<file path="src/ece_pkg.sv">
// ----------------------------------------------------------------------------
// ece_pkg
// Shared constants for the easing curve evaluator: fixed-point format,
// working width, easing mode codes, register indexes and curve constants.
// ----------------------------------------------------------------------------
package ece_pkg;

    // Fixed-point format: fraction bits and the working width of the datapath
    localparam int FRAC_BITS = 16;
    localparam int DATA_W    = 28;
    localparam int RES_W     = DATA_W + 4;

    // Field widths
    localparam int PROG_W    = 18;
    localparam int EASE_W    = 19;
    localparam int CX_W      = 17;
    localparam int CY_W      = 19;
    localparam int MODE_W    = 4;
    localparam int IDX_W     = 3;
    localparam int WDATA_W   = 19;

    // Unity, half and the back-out constants
    localparam longint ONE_L  = longint'(1) << FRAC_BITS;
    localparam longint C1_L   = (170158 * ONE_L + 50000) / 100000;
    localparam logic signed [DATA_W-1:0] ONE_Q  = DATA_W'(ONE_L);
    localparam logic signed [DATA_W-1:0] HALF_Q = DATA_W'(ONE_L / 2);
    localparam logic signed [DATA_W-1:0] C1_Q   = DATA_W'(C1_L);
    localparam logic signed [DATA_W-1:0] C3_Q   = DATA_W'(C1_L + ONE_L);

    // Output saturation bounds
    localparam logic signed [RES_W-1:0] OUT_MAX = RES_W'(262143);
    localparam logic signed [RES_W-1:0] OUT_MIN = -RES_W'(262144);

    // Easing mode codes
    localparam logic [MODE_W-1:0] MODE_LINEAR      = 4'd0;
    localparam logic [MODE_W-1:0] MODE_BEZIER      = 4'd1;
    localparam logic [MODE_W-1:0] MODE_IN_CUBIC    = 4'd2;
    localparam logic [MODE_W-1:0] MODE_OUT_CUBIC   = 4'd3;
    localparam logic [MODE_W-1:0] MODE_IN_QUAD     = 4'd4;
    localparam logic [MODE_W-1:0] MODE_OUT_QUAD    = 4'd5;
    localparam logic [MODE_W-1:0] MODE_INOUT_QUAD  = 4'd6;
    localparam logic [MODE_W-1:0] MODE_IN_QUART    = 4'd7;
    localparam logic [MODE_W-1:0] MODE_OUT_QUART   = 4'd8;
    localparam logic [MODE_W-1:0] MODE_INOUT_QUART = 4'd9;
    localparam logic [MODE_W-1:0] MODE_BACK_OUT    = 4'd10;

    // Register indexes
    localparam logic [IDX_W-1:0] REG_EASING_MODE = 3'd0;
    localparam logic [IDX_W-1:0] REG_CTRL_X1     = 3'd1;
    localparam logic [IDX_W-1:0] REG_CTRL_Y1     = 3'd2;
    localparam logic [IDX_W-1:0] REG_CTRL_X2     = 3'd3;
    localparam logic [IDX_W-1:0] REG_CTRL_Y2     = 3'd4;

endpackage

</file>
<file path="src/easing_curve_evaluator.sv">
// ----------------------------------------------------------------------------
// easing_curve_evaluator
// Maps one progress value to an eased progress value for a configured curve.
// ----------------------------------------------------------------------------
// Usage:
//   s_* carries one signed Q1.16 progress value per transfer; m_* returns one
//   signed Q2.16 eased value per accepted item, in order. The user must write
//   registers through cfg_we / cfg_index / cfg_wdata only while the block is
//   idle; the block does not enforce this. An index beyond the list is ignored.
//   All arithmetic runs through one shared multiplier and one restoring
//   divider (one quotient bit a cycle), steered by the sequencer below.
//   s_tready is high only while the sequencer is idle. The result sits in
//   an output register; a new item may be taken while it waits, and the
//   sequencer holds in its final state until the register is free. Reset
//   returns the registers to their defaults and empties the output register.
// ----------------------------------------------------------------------------
module easing_curve_evaluator #(
    parameter int NEWTON_STEPS = 8,
    parameter int BISECT_STEPS = 8
) (
    input  logic        aclk,
    input  logic        aresetn,
    // configuration write port
    input  logic        cfg_we,
    input  logic [ece_pkg::IDX_W-1:0]   cfg_index,
    input  logic [ece_pkg::WDATA_W-1:0] cfg_wdata,
    // input stream
    input  logic        s_tvalid,
    output logic        s_tready,
    input  logic [23:0] s_tdata,   // [17:0] progress, [23:18] zero
    // result stream
    output logic        m_tvalid,
    input  logic        m_tready,
    output logic [23:0] m_tdata    // [18:0] eased_value, [23:19] zero
);

    localparam int W       = ece_pkg::DATA_W;
    localparam int F       = ece_pkg::FRAC_BITS;
    localparam int RW      = ece_pkg::RES_W;
    localparam int MAXS    = (NEWTON_STEPS > BISECT_STEPS) ? NEWTON_STEPS : BISECT_STEPS;
    localparam int CNT_W   = $clog2(MAXS + 1);
    localparam int DIV_W   = W + F;
    localparam int DCNT_W  = $clog2(DIV_W);

    typedef enum logic [4:0] {
        ST_IDLE, ST_START, ST_MWAIT,
        ST_P0, ST_P1, ST_P2, ST_P3,
        ST_PW1, ST_PW2, ST_PW3, ST_BK1, ST_BK2,
        ST_NT0, ST_NT1, ST_NT2, ST_DIV, ST_NT3,
        ST_BIS, ST_BI0, ST_BI1, ST_Y0, ST_Y1, ST_FIN
    } state_t;

    typedef logic signed [W-1:0] word_t;

    // configuration registers
    logic [ece_pkg::MODE_W-1:0] easing_mode_reg;
    logic [ece_pkg::CX_W-1:0]   ctrl_x1_reg, ctrl_x2_reg;
    logic signed [ece_pkg::CY_W-1:0] ctrl_y1_reg, ctrl_y2_reg;

    // control
    state_t state_reg, state_next, mul_ret_reg, mul_ret_next, poly_ret_reg, poly_ret_next;
    logic   m_valid_reg, m_valid_next;
    logic [CNT_W-1:0]  iter_reg, iter_next;
    logic [DCNT_W-1:0] dcnt_reg, dcnt_next;

    // payload
    logic [F:0] tq_reg, tq_next, t_reg, t_next, lo_reg, lo_next, hi_reg, hi_next;
    word_t mul_a_reg, mul_a_next, mul_b_reg, mul_b_next, prod_reg;
    word_t base_reg, base_next;
    word_t p2_reg, p2_next, p3_reg, p3_next, p4_reg, p4_next;
    word_t acc_reg, acc_next, bk_reg, bk_next, res_reg, res_next, err_reg, err_next;
    word_t k2_reg, k2_next, k1_reg, k1_next, k0_reg, k0_next;
    logic  final_reg, final_next, neg_reg, neg_next;
    logic [DIV_W-1:0] dvd_reg, dvd_next;
    logic [W-1:0]     dvs_reg, dvs_next, rem_reg, rem_next;
    logic [ece_pkg::EASE_W-1:0] out_reg, out_next;

    // shared multiplier with round-half-up rescale
    logic signed [2*W-1:0] prod_full, prod_rnd;
    assign prod_full = (2*W)'(mul_a_reg) * (2*W)'(mul_b_reg);
    assign prod_rnd  = (prod_full + (2*W)'(longint'(1) << (F - 1))) >>> F;

    // clamp the incoming progress to zero..one
    logic signed [ece_pkg::PROG_W-1:0] prog_in;
    logic [F:0] prog_clamped;
    assign prog_in = $signed(s_tdata[ece_pkg::PROG_W-1:0]);
    always_comb begin
        if (prog_in < 0) begin
            prog_clamped = '0;
        end else if (prog_in > ece_pkg::PROG_W'(ece_pkg::ONE_L)) begin
            prog_clamped = (F+1)'(ece_pkg::ONE_L);
        end else begin
            prog_clamped = prog_in[F:0];
        end
    end

    // bezier coefficients from the control points
    word_t x1c, x2c, y1s, y2s, ax, bx, cx, ay, by, cy;
    always_comb begin
        x1c = (ctrl_x1_reg > ece_pkg::CX_W'(ece_pkg::ONE_L)) ? ece_pkg::ONE_Q
                                                             : W'(ctrl_x1_reg);
        x2c = (ctrl_x2_reg > ece_pkg::CX_W'(ece_pkg::ONE_L)) ? ece_pkg::ONE_Q
                                                             : W'(ctrl_x2_reg);
        y1s = W'(ctrl_y1_reg);
        y2s = W'(ctrl_y2_reg);
        cx  = W'(3) * x1c;
        bx  = W'(3) * (x2c - x1c) - cx;
        ax  = ece_pkg::ONE_Q - cx - bx;
        cy  = W'(3) * y1s;
        by  = W'(3) * (y2s - y1s) - cy;
        ay  = ece_pkg::ONE_Q - cy - by;
    end

    // mode decode
    word_t tq_s, t_s;
    logic  low_half, need3, need4;
    assign tq_s     = $signed(W'(tq_reg));
    assign t_s      = $signed(W'(t_reg));
    assign low_half = tq_s < ece_pkg::HALF_Q;
    always_comb begin
        need3 = !(easing_mode_reg inside {ece_pkg::MODE_IN_QUAD, ece_pkg::MODE_OUT_QUAD,
                                          ece_pkg::MODE_INOUT_QUAD});
        need4 = easing_mode_reg inside {ece_pkg::MODE_IN_QUART, ece_pkg::MODE_OUT_QUART,
                                        ece_pkg::MODE_INOUT_QUART};
    end

    // divider step
    logic [W:0]   rem_sh;
    logic         q_bit;
    logic [W-1:0] abs_err, abs_res;
    assign rem_sh  = {rem_reg, dvd_reg[DIV_W-1]};
    assign q_bit   = rem_sh >= {1'b0, dvs_reg};
    assign abs_err = err_reg[W-1] ? W'(-err_reg) : W'(err_reg);
    assign abs_res = res_reg[W-1] ? W'(-res_reg) : W'(res_reg);

    // Newton update: t - quotient, clamped to zero..one
    logic signed [DIV_W:0]   quot;
    logic signed [DIV_W+1:0] t_new;
    logic [F:0] t_new_c;
    always_comb begin
        quot  = neg_reg ? -$signed({1'b0, dvd_reg}) : $signed({1'b0, dvd_reg});
        t_new = $signed({{(DIV_W+1-F){1'b0}}, t_reg}) - $signed({quot[DIV_W], quot});
        if (t_new < 0) begin
            t_new_c = '0;
        end else if (t_new > (DIV_W+2)'(ece_pkg::ONE_L)) begin
            t_new_c = (F+1)'(ece_pkg::ONE_L);
        end else begin
            t_new_c = t_new[F:0];
        end
    end

    // bisection update
    word_t cur;
    logic [F:0] lo_b, hi_b;
    logic [F+1:0] mid_sum;
    always_comb begin
        cur     = res_reg;
        lo_b    = (cur < tq_s) ? t_reg : lo_reg;
        hi_b    = (cur < tq_s) ? hi_reg : t_reg;
        mid_sum = {1'b0, lo_b} + {1'b0, hi_b};
    end

    // final result and saturation
    logic signed [RW-1:0] r_wide, r_sat;
    always_comb begin
        case (easing_mode_reg)
            ece_pkg::MODE_LINEAR:     r_wide = RW'(tq_s);
            ece_pkg::MODE_BEZIER:     r_wide = RW'(acc_reg);
            ece_pkg::MODE_IN_CUBIC:   r_wide = RW'(p3_reg);
            ece_pkg::MODE_IN_QUAD:    r_wide = RW'(p2_reg);
            ece_pkg::MODE_OUT_QUAD:   r_wide = RW'(ece_pkg::ONE_Q) - RW'(p2_reg);
            ece_pkg::MODE_INOUT_QUAD: begin
                r_wide = low_half ? (RW'(p2_reg) <<< 1)
                                  : RW'(ece_pkg::ONE_Q) - ((RW'(p2_reg) + 1) >>> 1);
            end
            ece_pkg::MODE_IN_QUART:   r_wide = RW'(p4_reg);
            ece_pkg::MODE_OUT_QUART:  r_wide = RW'(ece_pkg::ONE_Q) - RW'(p4_reg);
            ece_pkg::MODE_INOUT_QUART: begin
                r_wide = low_half ? (RW'(p4_reg) <<< 3)
                                  : RW'(ece_pkg::ONE_Q) - ((RW'(p4_reg) + 1) >>> 1);
            end
            ece_pkg::MODE_BACK_OUT:   r_wide = RW'(ece_pkg::ONE_Q) + RW'(acc_reg);
            default:                  r_wide = RW'(ece_pkg::ONE_Q) - RW'(p3_reg);
        endcase
        if (r_wide > ece_pkg::OUT_MAX) begin
            r_sat = ece_pkg::OUT_MAX;
        end else if (r_wide < ece_pkg::OUT_MIN) begin
            r_sat = ece_pkg::OUT_MIN;
        end else begin
            r_sat = r_wide;
        end
    end

    // sequencer
    always_comb begin
        state_next    = state_reg;
        mul_ret_next  = mul_ret_reg;
        poly_ret_next = poly_ret_reg;
        m_valid_next  = m_valid_reg & ~m_tready;
        iter_next     = iter_reg;
        dcnt_next     = dcnt_reg;
        tq_next  = tq_reg;   t_next  = t_reg;   lo_next = lo_reg;  hi_next = hi_reg;
        mul_a_next = mul_a_reg; mul_b_next = mul_b_reg; base_next = base_reg;
        p2_next  = p2_reg;   p3_next = p3_reg;  p4_next = p4_reg;
        acc_next = acc_reg;  bk_next = bk_reg;  res_next = res_reg; err_next = err_reg;
        k2_next  = k2_reg;   k1_next = k1_reg;  k0_next = k0_reg;
        final_next = final_reg; neg_next = neg_reg;
        dvd_next = dvd_reg;  dvs_next = dvs_reg; rem_next = rem_reg;
        out_next = out_reg;

        case (state_reg)
            ST_IDLE: begin
                if (s_tvalid) begin
                    tq_next    = prog_clamped;
                    state_next = ST_START;
                end
            end
            ST_START: begin
                case (easing_mode_reg)
                    ece_pkg::MODE_LINEAR: state_next = ST_FIN;
                    ece_pkg::MODE_BEZIER: begin
                        t_next     = tq_reg;
                        iter_next  = '0;
                        state_next = ST_NT0;
                    end
                    default: begin
                        // pick the base of the power chain
                        case (easing_mode_reg)
                            ece_pkg::MODE_IN_CUBIC, ece_pkg::MODE_IN_QUAD,
                            ece_pkg::MODE_IN_QUART: base_next = tq_s;
                            ece_pkg::MODE_INOUT_QUAD, ece_pkg::MODE_INOUT_QUART: begin
                                base_next = low_half ? tq_s
                                                     : (ece_pkg::ONE_Q <<< 1) - (tq_s <<< 1);
                            end
                            ece_pkg::MODE_BACK_OUT: base_next = tq_s - ece_pkg::ONE_Q;
                            default: base_next = ece_pkg::ONE_Q - tq_s;
                        endcase
                        mul_a_next   = base_next;
                        mul_b_next   = base_next;
                        mul_ret_next = ST_PW1;
                        state_next   = ST_MWAIT;
                    end
                endcase
            end
            ST_MWAIT: state_next = mul_ret_reg;
            // power chain
            ST_PW1: begin
                p2_next = prod_reg;
                if (need3) begin
                    mul_a_next = prod_reg; mul_b_next = base_reg;
                    mul_ret_next = ST_PW2; state_next = ST_MWAIT;
                end else begin
                    state_next = ST_FIN;
                end
            end
            ST_PW2: begin
                p3_next = prod_reg;
                if (need4) begin
                    mul_a_next = prod_reg; mul_b_next = base_reg;
                    mul_ret_next = ST_PW3; state_next = ST_MWAIT;
                end else if (easing_mode_reg == ece_pkg::MODE_BACK_OUT) begin
                    mul_a_next = ece_pkg::C3_Q; mul_b_next = prod_reg;
                    mul_ret_next = ST_BK1; state_next = ST_MWAIT;
                end else begin
                    state_next = ST_FIN;
                end
            end
            ST_PW3: begin
                p4_next    = prod_reg;
                state_next = ST_FIN;
            end
            ST_BK1: begin
                bk_next    = prod_reg;
                mul_a_next = ece_pkg::C1_Q; mul_b_next = p2_reg;
                mul_ret_next = ST_BK2; state_next = ST_MWAIT;
            end
            ST_BK2: begin
                acc_next   = bk_reg + prod_reg;
                state_next = ST_FIN;
            end
            // Horner evaluation at t: ((k2*t + k1)*t + k0) then *t if final
            ST_P0: begin
                mul_a_next = k2_reg; mul_b_next = t_s;
                mul_ret_next = ST_P1; state_next = ST_MWAIT;
            end
            ST_P1: begin
                mul_a_next = prod_reg + k1_reg; mul_b_next = t_s;
                mul_ret_next = ST_P2; state_next = ST_MWAIT;
            end
            ST_P2: begin
                if (final_reg) begin
                    mul_a_next = prod_reg + k0_reg; mul_b_next = t_s;
                    mul_ret_next = ST_P3; state_next = ST_MWAIT;
                end else begin
                    res_next   = prod_reg + k0_reg;
                    state_next = poly_ret_reg;
                end
            end
            ST_P3: begin
                res_next   = prod_reg;
                state_next = poly_ret_reg;
            end
            // Newton steps
            ST_NT0: begin
                k2_next = ax; k1_next = bx; k0_next = cx; final_next = 1'b1;
                poly_ret_next = ST_NT1; state_next = ST_P0;
            end
            ST_NT1: begin
                err_next = res_reg - tq_s;
                k2_next = W'(3) * ax; k1_next = bx <<< 1; k0_next = cx; final_next = 1'b0;
                poly_ret_next = ST_NT2; state_next = ST_P0;
            end
            ST_NT2: begin
                if (err_reg == '0 || res_reg == '0) begin
                    state_next = ST_BIS;
                end else begin
                    dvd_next   = {abs_err, {F{1'b0}}};
                    dvs_next   = abs_res;
                    neg_next   = err_reg[W-1] ^ res_reg[W-1];
                    rem_next   = '0;
                    dcnt_next  = '0;
                    state_next = ST_DIV;
                end
            end
            ST_DIV: begin
                rem_next  = q_bit ? W'(rem_sh - {1'b0, dvs_reg}) : rem_sh[W-1:0];
                dvd_next  = {dvd_reg[DIV_W-2:0], q_bit};
                dcnt_next = dcnt_reg + 1'b1;
                if (dcnt_reg == DCNT_W'(DIV_W - 1)) begin
                    state_next = ST_NT3;
                end
            end
            ST_NT3: begin
                t_next    = t_new_c;
                iter_next = iter_reg + 1'b1;
                state_next = (iter_reg == CNT_W'(NEWTON_STEPS - 1)) ? ST_BIS : ST_NT0;
            end
            // bisection steps on zero..one
            ST_BIS: begin
                iter_next  = '0;
                lo_next    = '0;
                hi_next    = (F+1)'(ece_pkg::ONE_L);
                state_next = (BISECT_STEPS == 0) ? ST_Y0 : ST_BI0;
            end
            ST_BI0: begin
                k2_next = ax; k1_next = bx; k0_next = cx; final_next = 1'b1;
                poly_ret_next = ST_BI1; state_next = ST_P0;
            end
            ST_BI1: begin
                if (cur == tq_s) begin
                    state_next = ST_Y0;
                end else begin
                    lo_next   = lo_b;
                    hi_next   = hi_b;
                    t_next    = mid_sum[F+1:1];
                    iter_next = iter_reg + 1'b1;
                    state_next = (iter_reg == CNT_W'(BISECT_STEPS - 1)) ? ST_Y0 : ST_BI0;
                end
            end
            // y(t)
            ST_Y0: begin
                k2_next = ay; k1_next = by; k0_next = cy; final_next = 1'b1;
                poly_ret_next = ST_Y1; state_next = ST_P0;
            end
            ST_Y1: begin
                acc_next   = res_reg;
                state_next = ST_FIN;
            end
            // hold until the output register is free
            ST_FIN: begin
                if (!m_valid_reg || m_tready) begin
                    out_next     = r_sat[ece_pkg::EASE_W-1:0];
                    m_valid_next = 1'b1;
                    state_next   = ST_IDLE;
                end
            end
            default: state_next = ST_IDLE;
        endcase
    end

    // control state, registered outputs and configuration
    always_ff @(posedge aclk) begin
        if (!aresetn) begin
            state_reg       <= ST_IDLE;
            mul_ret_reg     <= ST_IDLE;
            poly_ret_reg    <= ST_IDLE;
            m_valid_reg     <= 1'b0;
            out_reg         <= '0;
            iter_reg        <= '0;
            dcnt_reg        <= '0;
            easing_mode_reg <= ece_pkg::MODE_LINEAR;
            ctrl_x1_reg     <= '0;
            ctrl_y1_reg     <= '0;
            ctrl_x2_reg     <= ece_pkg::CX_W'(ece_pkg::ONE_L);
            ctrl_y2_reg     <= ece_pkg::CY_W'(ece_pkg::ONE_L);
        end else begin
            state_reg    <= state_next;
            mul_ret_reg  <= mul_ret_next;
            poly_ret_reg <= poly_ret_next;
            m_valid_reg  <= m_valid_next;
            out_reg      <= out_next;
            iter_reg     <= iter_next;
            dcnt_reg     <= dcnt_next;
            if (cfg_we) begin
                case (cfg_index)
                    ece_pkg::REG_EASING_MODE: easing_mode_reg <= cfg_wdata[ece_pkg::MODE_W-1:0];
                    ece_pkg::REG_CTRL_X1:     ctrl_x1_reg     <= cfg_wdata[ece_pkg::CX_W-1:0];
                    ece_pkg::REG_CTRL_Y1:     ctrl_y1_reg     <= $signed(cfg_wdata);
                    ece_pkg::REG_CTRL_X2:     ctrl_x2_reg     <= cfg_wdata[ece_pkg::CX_W-1:0];
                    ece_pkg::REG_CTRL_Y2:     ctrl_y2_reg     <= $signed(cfg_wdata);
                    default: ;
                endcase
            end
        end
    end

    // datapath registers
    always_ff @(posedge aclk) begin
        tq_reg   <= tq_next;   t_reg   <= t_next;   lo_reg  <= lo_next;  hi_reg <= hi_next;
        mul_a_reg <= mul_a_next; mul_b_reg <= mul_b_next; base_reg <= base_next;
        prod_reg <= prod_rnd[W-1:0];
        p2_reg   <= p2_next;   p3_reg  <= p3_next;  p4_reg  <= p4_next;
        acc_reg  <= acc_next;  bk_reg  <= bk_next;  res_reg <= res_next; err_reg <= err_next;
        k2_reg   <= k2_next;   k1_reg  <= k1_next;  k0_reg  <= k0_next;
        final_reg <= final_next; neg_reg <= neg_next;
        dvd_reg  <= dvd_next;  dvs_reg <= dvs_next; rem_reg <= rem_next;
    end

    assign s_tready = (state_reg == ST_IDLE);
    assign m_tvalid = m_valid_reg;
    assign m_tdata  = {{(24 - ece_pkg::EASE_W){1'b0}}, out_reg};

endmodule
</file>
<file path="config.mk">
export PLATFORM = sky130hd
export DESIGN_NAME = easing_curve_evaluator
export DESIGN_NICKNAME = d
export VERILOG_FILES = /design/src/ece_pkg.sv /design/src/easing_curve_evaluator.sv
export SDC_FILE = /design/constraint.sdc
export NUM_CORES = 2
export LEC_CHECK = 0
export BUFFER_PORTS_ARGS = -buffer_cell sky130_fd_sc_hd__buf_2
export CAP_MARGIN = 20
export CORE_MARGIN = 2
export CORE_UTILIZATION = 45
export DETAILED_ROUTE_END_ITERATION = 12
export PLACE_DENSITY = 0.7
export SLEW_MARGIN = 10
export SYNTH_ARGS = -nofsm -noshare
export SYNTH_HDL_FRONTEND = slang
export SYNTH_SLANG_ARGS = --single-unit
</file>
<file path="constraint.sdc">
create_clock -name aclk -period 16.4 [get_ports aclk]
set_clock_uncertainty 0.2 [all_clocks]
set_input_delay 2.46 -clock aclk [delete_from_list [all_inputs] [get_ports aclk]]
set_output_delay 2.46 -clock aclk [all_outputs]
set_load 0.005 [all_outputs]
</file>
==> qor.yml <==
run_status:
  status: "completed"
drt:
  routed_wl_mm: 244
  antenna_left: 0
  via_per_inst: 5.95
  drc: 0
  vias: 66600
  drt_iter0_drc: 6990
  firstDrtPassIters: 6
  wl_per_cell_um: 21.8
die:
  die_w_um: 422
  start_util: 0.452
  row_count: 153
  die-area_um2: 178000
  pin_count: 77
  core_um2: 174000
  die_h_um: 422
synthesis:
  ys_types: 111
  synth_edf_count: 513
  syn_area_per_cell_um2: 8.75
  ys_ff_latch: 661
  synth_seq_area_share: 0.234
  async_flop_share: 0
  yosys_warnings: 0
  synthesis.area_um2: 78600
  syn-instance-count: 8990
  synth_ff_type: "edfxtp_1"
global_routing:
  grt_overflow: 0
  antenna_found_initial: 6
  grtUsageTotal: 0.270
  grt_pass1_vias: 66200
  grt_pass1_wl_mm: 378
  grt_max_degree: 76
critical_path:
  cpPeakStageDelay_ns: 0.69
  cp_data_arrival_time_ns: 11.53
  slowest_stage: "nand2_1"
  cp-end-kind: "flip-flop"
  path_common_cell: "o21ai_0"
  cp.required_ns: 16.56
  crit_type: "flip-flop to flip-flop"
  cp-start-kind: "flip-flop"
  cp_max_fo: 17
sta:
  fmax_mhz: 88.0
  fin_worst_hold_slack_ns: 0.259
  slew_viol_final: 0
  fin_crit_sh: 0.693
  finalSetupTns_ns: 0
  period_minus_slack_ns: 11.37
  worst_pin_slew_ns: 1.13
  hold_violations: 0
  rsz0062_at_grt: "no"
  maxSlewHeadroom: 0.239
  finalSetupViolations: 0
worst_hold_path:
  worstHoldPathType: "flip-flop to flip-flop"
clock_tree:
  clockBufferDepth: 3
  cts_max_level: 3
  cts_tree: "done"
  clock_tree.root_cell: "clkbuf_16"
  clock_sinks: 661
  clkTransAtPathRegs_ns: 0.06
  cts_hold_buf: 0
  cts_buffers: 71
  clk_latency_ns: 0.68
  cts_setup_buffers: 0
  post_cts_resized: 0
cells_and_area:
  mostFrequentLayoutCell: "nand2_1"
  drive_above_1_share: 0.0573
  largest_register_ff_count: 44
  nNetsFinal: 10200
  layout_common_cells: "nand2_1, inv_1, fa_1"
  area_delta_synth_final_pct: 6.54
placement:
  hpwlAfterDp_mm: 188
  place.gp.congestion: 0.969
  port_buffers: 65
flow_run:
  max_cap_violations: 0
[worst max-delay path, delay by kind of cell, from the launching register on]
kind | cells | cell delay [ns]
compound gates | 18 | 3.49
simple gates | 14 | 3.32
fa+ha+maj | 6 | 2.10
xor+xnor | 5 | 1.01
flops | 1 | 0.46
buf+inv | 4 | 0.33
mux | 1 | 0.11
[cell type report]
cell class / instances / area (um2)
clock inverters: 36 / 380
flip-flops and latches: 661 / 18400
clock buffers: 95 / 2060
multi-input cells: 6764 / 54500
well taps: 2325 / 2910
diodes: 3 / 7.51
fillers: 16400 / 90000
inverters: 1109 / 4160
repair buffers: 203 / 1390
[cell families after synthesis]
kind of cell / synth area share
compound gates: 0.150
buf+inv: 0.0757
other cells: 0.0000477
fa+ha+maj: 0.279
xor+xnor: 0.0703
flops: 0.234
simple gates: 0.180
mux: 0.0109
[cell usage after synthesis, types with 35 or more instances]
master    number  area (um2)
a211oi_1      69         518
a21o_1       106         796
a21oi_1      484        2420
a221oi_1      46         403
a22oi_1       70         526
a31oi_1       60         375
and2_1       237        1480
and3_1        71         444
clkbuf_1     405        1520
dfxtp_1      148        2960
edfxtp_1     513       15400
fa_1         720       14400
ha_1         602        7530
inv_1       1108        4160
mux2_2        39         439
mux2i_1       41         410
nand2_1     1253        4700
nand2b_1     106         663
nand3_1      177         886
nand4_1       62         388
nor2_1       429        1610
nor2b_1       72         450
nor3_1       187         936
nor4_1        86         538
o211ai_1      45         338
o21a_1        49         368
o21ai_0      376        1880
o21bai_1      37         278
o221ai_1      35         307
o31ai_1       68         510
or2_2         40         250
or3_1         70         438
xnor2_1      396        3470
xor2_1       235        2060
[metrics by stage]
stage | instance area (um2) | cells | util | setup WS, ns
CTS | 83700 | 11200 | 0.482 | 5.18
detailed placement | 81300 | 11100 | 0.468 | 5.22
global route | 83800 | 11200 | 0.482 | 4.07
global placement | 81300 | 11100 | 0.468 | 5.46
floorplan | 78600 | 8994 | - | 7.18
finish | 83800 | 11200 | 0.482 | 5.03
[worst paths after layout]
| path | slack (ns) | from | cells past startpoint | end |
|---|---|---|---|---|
| worst max-delay path | 5.03 | ctrl_x1_reg[1] | 48 | k2_reg[23] |
| worst min register to register | 0.26 | ctrl_y2_reg[7] | 2 | ctrl_y2_reg[7] |
| worst min-delay path | 0.26 | ctrl_y2_reg[7] | 2 | ctrl_y2_reg[7] |
| worst max register to register | 5.03 | ctrl_x1_reg[1] | 48 | k2_reg[23] |
[routing by layer]
layer | track usage | wire (um) | vias up | share of wire
met5 | 0 | 13 | - | 0.000053
met3 | 0.0425 | 22100 | 557 | 0.091
li1 | - | - | 30400 | -
met1 | 0.365 | 100000 | 32500 | 0.41
met4 | 0.111 | 11200 | 2 | 0.046
met2 | 0.432 | 110000 | 3151 | 0.45
Power is not shown: default switching activity piles up to over one toggle a cycle in this logic, so the estimate is an artifact.
